`src/delimited_frame_receiver_crc32_unit_assert.svh`:
```
// Assertion macros for the frame receiver.
// Used by the top level; expects clk and rst in scope.
`ifndef DELIMITED_FRAME_RECEIVER_CRC32_UNIT_ASSERT_SVH
`define DELIMITED_FRAME_RECEIVER_CRC32_UNIT_ASSERT_SVH

// Same-cycle implication.
`define DFR_ASSERT_IMPL(lbl, ante, cons, msg) \
  lbl: assert property (@(posedge clk) disable iff (rst) (ante) |-> (cons)) \
    else $error(msg);

// Next-cycle implication.
`define DFR_ASSERT_NEXT(lbl, ante, cons, msg) \
  lbl: assert property (@(posedge clk) disable iff (rst) (ante) |=> (cons)) \
    else $error(msg);

`endif

```
`src/dfr_pkg.sv`:
```
// Shared types, codes and the CRC-32 byte update for the frame receiver.
// No dependencies.
`timescale 1ns / 1ps

package dfr_pkg;

  localparam logic [31:0] CRC_POLY = 32'hEDB88320;
  localparam logic [31:0] CRC_INIT = 32'hFFFFFFFF;

  // Event codes
  localparam logic [2:0] EV_DATA    = 3'd0;
  localparam logic [2:0] EV_GOOD    = 3'd1;
  localparam logic [2:0] EV_TOOBIG  = 3'd2;
  localparam logic [2:0] EV_BADEND  = 3'd3;
  localparam logic [2:0] EV_BADCRC  = 3'd4;
  localparam logic [2:0] EV_TIMEOUT = 3'd5;

  // Configuration register indexes
  localparam logic [1:0] REG_START_DELIM = 2'd0;
  localparam logic [1:0] REG_END_DELIM   = 2'd1;
  localparam logic [1:0] REG_MAX_LEN     = 2'd2;
  localparam logic [1:0] REG_GAP_LIMIT   = 2'd3;

  typedef struct packed {
    logic       req_type;
    logic [7:0] rx_byte;
  } req_t;

  typedef struct packed {
    logic [2:0]  event_kind;
    logic [7:0]  data_byte;
    logic [7:0]  frame_cmd;
    logic [15:0] frame_len;
  } evt_t;

  typedef struct packed {
    logic [7:0]  start_delimiter;
    logic [7:0]  end_delimiter;
    logic [15:0] max_payload_len;
    logic [15:0] byte_gap_limit;
  } cfg_t;

  typedef struct packed {
    logic emit;
    logic hunting;
    evt_t evt;
  } res_t;

  // Reflected CRC-32 update over one byte.
  function automatic logic [31:0] crc32_byte(input logic [31:0] c, input logic [7:0] b);
    logic [31:0] r;
    r = c ^ {24'h000000, b};
    for (int k = 0; k < 8; k++) begin
      r = r[0] ? ((r >> 1) ^ CRC_POLY) : (r >> 1);
    end
    return r;
  endfunction

endpackage

```
`src/dfr_frame_fsm.sv`:
```
// Frame parser state: phase, header holds, CRC accumulator and gap timer.
// Depends on dfr_pkg.
`timescale 1ns / 1ps

module dfr_frame_fsm (
  input  logic          clk,
  input  logic          rst,
  input  logic          step,
  input  dfr_pkg::req_t beat,
  input  dfr_pkg::cfg_t cfg,
  output dfr_pkg::res_t res
);

  localparam logic [2:0] PH_HUNT    = 3'd0;
  localparam logic [2:0] PH_CMD     = 3'd1;
  localparam logic [2:0] PH_LEN_LO  = 3'd2;
  localparam logic [2:0] PH_LEN_HI  = 3'd3;
  localparam logic [2:0] PH_PAYLOAD = 3'd4;
  localparam logic [2:0] PH_CRC     = 3'd5;
  localparam logic [2:0] PH_END     = 3'd6;

  logic [2:0]  phase, phase_next;
  logic [7:0]  cmd_hold, cmd_hold_next;
  logic [15:0] len_hold, len_hold_next;
  logic [15:0] payload_count, payload_count_next;
  logic [31:0] crc_accum, crc_accum_next;
  logic [31:0] rx_crc_hold, rx_crc_hold_next;
  logic [1:0]  crc_byte_idx, crc_byte_idx_next;
  logic [15:0] gap_ticks, gap_ticks_next;

  logic [31:0] crc_upd;
  logic [15:0] gap_inc;
  logic [15:0] count_inc;
  logic [15:0] len_full;
  logic        emit;
  logic [2:0]  kind;
  logic [7:0]  data;

  assign crc_upd   = dfr_pkg::crc32_byte(crc_accum, beat.rx_byte);
  assign gap_inc   = (gap_ticks == 16'hFFFF) ? gap_ticks : gap_ticks + 16'd1;
  assign count_inc = payload_count + 16'd1;
  assign len_full  = {beat.rx_byte, len_hold[7:0]};

  always_comb begin
    phase_next         = phase;
    cmd_hold_next      = cmd_hold;
    len_hold_next      = len_hold;
    payload_count_next = payload_count;
    crc_accum_next     = crc_accum;
    rx_crc_hold_next   = rx_crc_hold;
    crc_byte_idx_next  = crc_byte_idx;
    gap_ticks_next     = gap_ticks;
    emit               = 1'b0;
    kind               = dfr_pkg::EV_DATA;
    data               = 8'h00;

    if (beat.req_type) begin
      // Tick: only counts inside a frame
      if (phase != PH_HUNT && phase <= PH_END) begin
        gap_ticks_next = gap_inc;
        if (gap_inc >= cfg.byte_gap_limit) begin
          phase_next = PH_HUNT;
          emit       = 1'b1;
          kind       = dfr_pkg::EV_TIMEOUT;
        end
      end
    end else begin
      gap_ticks_next = 16'h0000;
      case (phase)
        PH_CMD: begin
          cmd_hold_next  = beat.rx_byte;
          crc_accum_next = crc_upd;
          phase_next     = PH_LEN_LO;
        end
        PH_LEN_LO: begin
          len_hold_next  = {8'h00, beat.rx_byte};
          crc_accum_next = crc_upd;
          phase_next     = PH_LEN_HI;
        end
        PH_LEN_HI: begin
          len_hold_next  = len_full;
          crc_accum_next = crc_upd;
          if (len_full > cfg.max_payload_len) begin
            phase_next = PH_HUNT;
            emit       = 1'b1;
            kind       = dfr_pkg::EV_TOOBIG;
          end else begin
            phase_next = (len_full == 16'h0000) ? PH_CRC : PH_PAYLOAD;
          end
        end
        PH_PAYLOAD: begin
          crc_accum_next     = crc_upd;
          payload_count_next = count_inc;
          if (count_inc >= len_hold) phase_next = PH_CRC;
          emit = 1'b1;
          kind = dfr_pkg::EV_DATA;
          data = beat.rx_byte;
        end
        PH_CRC: begin
          unique case (crc_byte_idx)
            2'd0: rx_crc_hold_next = rx_crc_hold | {24'h000000, beat.rx_byte};
            2'd1: rx_crc_hold_next = rx_crc_hold | {16'h0000, beat.rx_byte, 8'h00};
            2'd2: rx_crc_hold_next = rx_crc_hold | {8'h00, beat.rx_byte, 16'h0000};
            2'd3: rx_crc_hold_next = rx_crc_hold | {beat.rx_byte, 24'h000000};
          endcase
          crc_byte_idx_next = crc_byte_idx + 2'd1;
          if (crc_byte_idx == 2'd3) phase_next = PH_END;
        end
        PH_END: begin
          phase_next = PH_HUNT;
          emit       = 1'b1;
          if (beat.rx_byte != cfg.end_delimiter) begin
            kind = dfr_pkg::EV_BADEND;
          end else if ((crc_accum ^ dfr_pkg::CRC_INIT) != rx_crc_hold) begin
            kind = dfr_pkg::EV_BADCRC;
          end else begin
            kind = dfr_pkg::EV_GOOD;
          end
        end
        default: begin
          // Hunting, and unused codes behave as hunting
          phase_next = PH_HUNT;
          if (beat.rx_byte == cfg.start_delimiter) begin
            phase_next         = PH_CMD;
            cmd_hold_next      = 8'h00;
            len_hold_next      = 16'h0000;
            payload_count_next = 16'h0000;
            crc_accum_next     = dfr_pkg::CRC_INIT;
            rx_crc_hold_next   = 32'h00000000;
            crc_byte_idx_next  = 2'd0;
          end
        end
      endcase
    end
  end

  always_ff @(posedge clk) begin
    if (rst) begin
      phase         <= PH_HUNT;
      cmd_hold      <= 8'h00;
      len_hold      <= 16'h0000;
      payload_count <= 16'h0000;
      crc_accum     <= dfr_pkg::CRC_INIT;
      rx_crc_hold   <= 32'h00000000;
      crc_byte_idx  <= 2'd0;
      gap_ticks     <= 16'h0000;
    end else if (step) begin
      phase         <= phase_next;
      cmd_hold      <= cmd_hold_next;
      len_hold      <= len_hold_next;
      payload_count <= payload_count_next;
      crc_accum     <= crc_accum_next;
      rx_crc_hold   <= rx_crc_hold_next;
      crc_byte_idx  <= crc_byte_idx_next;
      gap_ticks     <= gap_ticks_next;
    end
  end

  always_comb begin
    res                = '0;
    res.emit           = emit;
    res.hunting        = (phase == PH_HUNT);
    res.evt.event_kind = kind;
    res.evt.data_byte  = data;
    res.evt.frame_cmd  = cmd_hold_next;
    res.evt.frame_len  = len_hold_next;
  end

endmodule

```
`config.mk`:
```
export PLATFORM = sky130hd
export DESIGN_NAME = dfr_frame_fsm
export DESIGN_NICKNAME = d
export VERILOG_FILES = /design/src/delimited_frame_receiver_crc32_unit_assert.svh /design/src/dfr_pkg.sv /design/src/dfr_frame_fsm.sv
export SDC_FILE = /design/constraint.sdc
export NUM_CORES = 1
export LEC_CHECK = 0
export BUFFER_PORTS_ARGS = -buffer_cell sky130_fd_sc_hd__buf_2
export CORE_MARGIN = 2
export CORE_UTILIZATION = 50
export DETAILED_ROUTE_END_ITERATION = 8
export PLACE_DENSITY = 0.71
export SLEW_MARGIN = 10
export SYNTH_ARGS = -nofsm -noshare
export SYNTH_HDL_FRONTEND = slang
export SYNTH_SLANG_ARGS = --single-unit
```
`constraint.sdc`:
```
create_clock -name clk -period 8.86 [get_ports clk]
set_clock_uncertainty 0.15 [all_clocks]
set_input_delay 0.886 -clock clk [delete_from_list [all_inputs] [get_ports clk]]
set_output_delay 0.886 -clock clk [all_outputs]
set_load 0.01 [all_outputs]
```
==> impl_metrics.yaml <==
run_status:
  status: "finished, final reports clean"
critical_path:
  regToRegEndpoint: "phase[0]"
  cp-startpoint: "gap_ticks[3]"
  r2r_start: "gap_ticks[3]"
  cp_data_required_time_ns: 7.82
  r2r_setup_slack_ns: 4.74
  r2r_cells: 14
  cp.arrival_ns: 4.34
  cp-endpoint: "res[36]"
  path_max_fanout: 9
  path_class: "flip-flop to output pin"
  critPathLaunchType: "flip-flop"
  critPathCaptureType: "output pin"
sta:
  fin_crit_sh: 0.607
  setup_viol_count_final: 0
  drv_slew: 0
  tns_ns: 0
  hold_ws_ns: 0.328
  min_period_ns: 5.38
  timing.fmax_mhz: 186
  relSlewSlack: 0.223
  grt_setup_unrepaired: "false"
  worst_pin_slew_ns: 1.16
  hold_viol: 0
drt:
  dr.pass1.iters: 5
  drt-total-wl_um: 24100
  drt-vias-per-instance: 5.77
  drc_errors: 0
  vias: 7551
  first_iter_violations: 727
  wl_per_cell_um: 18.4
  final_antenna_net_count: 0
die:
  die_y_um: 133
  num_io_pins: 97
  core_area_um2: 16400
  initial_utilization: 0.507
  die-area_um2: 17700
  die_w_um: 133
  rows: 47
pwr:
  p_clk_frac: 0.481
  p_leak_nw: 3.97
  combinationalPowerShare: 0.114
  vdd_drop_max_mv: 0.132
  power_density_nw_per_um2: 147
  p_sw_uw: 352
  seqPwrFrac: 0.405
  swShare: 0.253
  p_int_mw: 1.04
clock_network:
  numCtsBuffers: 17
  htreeDepth: 4
  clk_pin_slew_ns: 0.06
  ctsResizeCount: 0
  insertion_delay_ns: 0.42
  cts.sinks: 125
  cts_max_path_buffers: 2
  cts_root_buf: "clkbuf_16"
  cts_post_setup_buffers_inserted: 0
  cts_tree: "built"
  hold_buffers: 0
synthesis:
  async_flop_share: 0
  yosysWarnings: 0
  synth.distinct_cells: 65
  ys_seq_area_frac: 0.301
  synthesis.nets: 1120
  synth_compound_area_frac: 0.206
  synth-seq-cells: 125
  yosys-top-cells-area: "dfxtp_1 30%, ha_1 8.1%, xnor2_1 7.6%"
  netlist_instances: 1006
  synth.area.mux_share: 0.00527
  yosys.area_share.simple: 0.178
  synthAdderAreaFrac: 0.0812
  synth_top_flop_cell: "dfxtp_1"
  synth_top_area_frac: 0.301
  yosysMostFrequentCell: "dfxtp_1"
  synth_top_family_by_area: "compound AO/OA/AOI/OAI gates"
  synth_top_cell_by_area: "dfxtp_1"
  syn_avg_cell_area_um2: 8.27
  netlist_area_um2: 8320
  synthXorXnorAreaFrac: 0.175
  synth_edf_count: 0
  netlist_top_cells_count: "125 x dfxtp_1, 104 x nor2_1, 85 x nand2_1, 72 x xnor2_1, 69 x a21oi_1"
final_layout:
  fin_nets: 1190
  instances_no_fill: 1308
  diodes: 0
  post-route-util: 0.576
  drive_gt1_frac: 0.144
  areaGrowthSynthToFinish_pct: 13.6
  fillers: 1500
global_routing:
  first_global_vias: 7067
  grt_start_max_net_pins: 42
  grt_remaining_overflow: 0
  track_usage: 0.274
  antenna_found_initial: 0
  grt_pass1_wl_um: 37900
hold_path:
  worst_hold_path.num_cells: 2
  hold_path_class: "flip-flop to flip-flop"
place:
  portBuffers: 96
  gp_congestion: 0.894
  dp_hpwl_um: 17300
  dp.cells: 1277
job:
  max_cap_viol_count: 0
==> cells in the final DEF (no fill, tap or decap), types with 3 or more instances in the layout <==
cell type	instances
nand4_1	20
nand2b_1	6
and3_1	14
inv_1	60
clkinvlp_4	4
o21ai_1	8
o21ai_0	39
xnor2_2	5
clkbuf_16	17
a22o_1	41
ha_1	54
xor2_1	57
xnor2_4	9
nor4_1	8
a41oi_1	3
and2_1	5
a22oi_1	6
buf_2	96
dfxtp_1	125
nor3_1	27
a211oi_1	5
and4_1	5
mux2_2	3
o32ai_1	4
clkbuf_8	4
nand2_1	85
nor2b_1	13
clkinv_2	4
a311oi_1	6
a21oi_1	69
a31oi_1	13
o22ai_1	13
or3_1	4
o2bb2ai_1	8
xnor2_1	72
o211ai_1	4
nor2_1	104
nand3_1	20
a21o_1	10
==> state kept, by name, indices dropped and copies added (netlist names) <==
signal and count:
crc_byte_idx 2, rx_crc_hold 32, crc_accum 32, payload_count 16, cmd_hold 8, gap_ticks 16, phase 3, len_hold 16
==> metal layers <==
layer  up-vias  part of all wire  track usage
met1      3539              0.46        0.375
met5         -                 0            0
met4         0             0.027        0.102
li1       3706                 -            -
met3        41             0.059       0.0467
met2       265              0.45        0.433
==> final cells by class <==
| class | count | area [um^2] | area share |
|---|---|---|---|
| Multi-Input combinational cell | 773 | 5380 | 0.569 |
| Timing Repair Buffer | 98 | 495 | 0.0524 |
| Inverter | 61 | 229 | 0.0242 |
| Clock inverter | 10 | 88.8 | 0.00940 |
| Clock buffer | 21 | 480 | 0.0509 |
| Tap cell | 220 | 275 | 0.0291 |
| Sequential cell | 125 | 2500 | 0.265 |
==> stage by stage <==
step	setup slack [ns]	power [mW]	area, um^2
4_1_cts	3.55	1.40	9450
3_5_place_dp	4.02	0.731	8880
3_3_place_gp	4.12	0.729	8880
5_1_grt	3.30	1.43	9450
2_1_floorplan	4.58	0.686	8320
6_report	3.48	1.39	9450
==> logic make-up after synthesis <==
| family | count (synthesis) |
|---|---|
| buf+inv | 108 |
| mux | 4 |
| xor+xnor | 143 |
| fa+ha+maj | 54 |
| flops | 125 |
| simple gates | 318 |
| compound gates | 254 |
==> power groups by stage <==
stage	Sequential (mW)	Combinational, mW	Clock, mW
3_3_place_gp	0.575	0.154	0
2_1_floorplan	0.575	0.112	0
3_5_place_dp	0.575	0.156	0
4_1_cts	0.563	0.157	0.675
6_report	0.563	0.158	0.669
5_1_grt	0.563	0.171	0.701
==> how the worst min path moves through the flow <==
stage	startpoint	slack, ns	end
finish	cmd_hold[5]	0.33	cmd_hold[5]
global route	cmd_hold[5]	0.35	cmd_hold[5]
CTS	cmd_hold[5]	0.33	cmd_hold[5]
detailed placement	cmd_hold[5]	0.31	cmd_hold[5]
global placement	cmd_hold[5]	0.31	cmd_hold[5]
floorplan	cmd_hold[0]	0.30	cmd_hold[0]
==> critical path, cell delays in order (launching register included) <==
cell,delay [ns]
dfxtp_1,0.47
and4_1,0.30
and3_1,0.30
nand3_1,0.13
nor3_1,0.31
xnor2_1,0.16
nand2b_1,0.09
ha_1,0.32
a211oi_1,0.27
o211ai_1,0.13
a221o_1,0.34
a21oi_1,0.47
a21oi_1,0.14
a21oi_1,0.15
o41ai_1,0.14
buf_2,0.20
(Power assumes the default switching activity.)
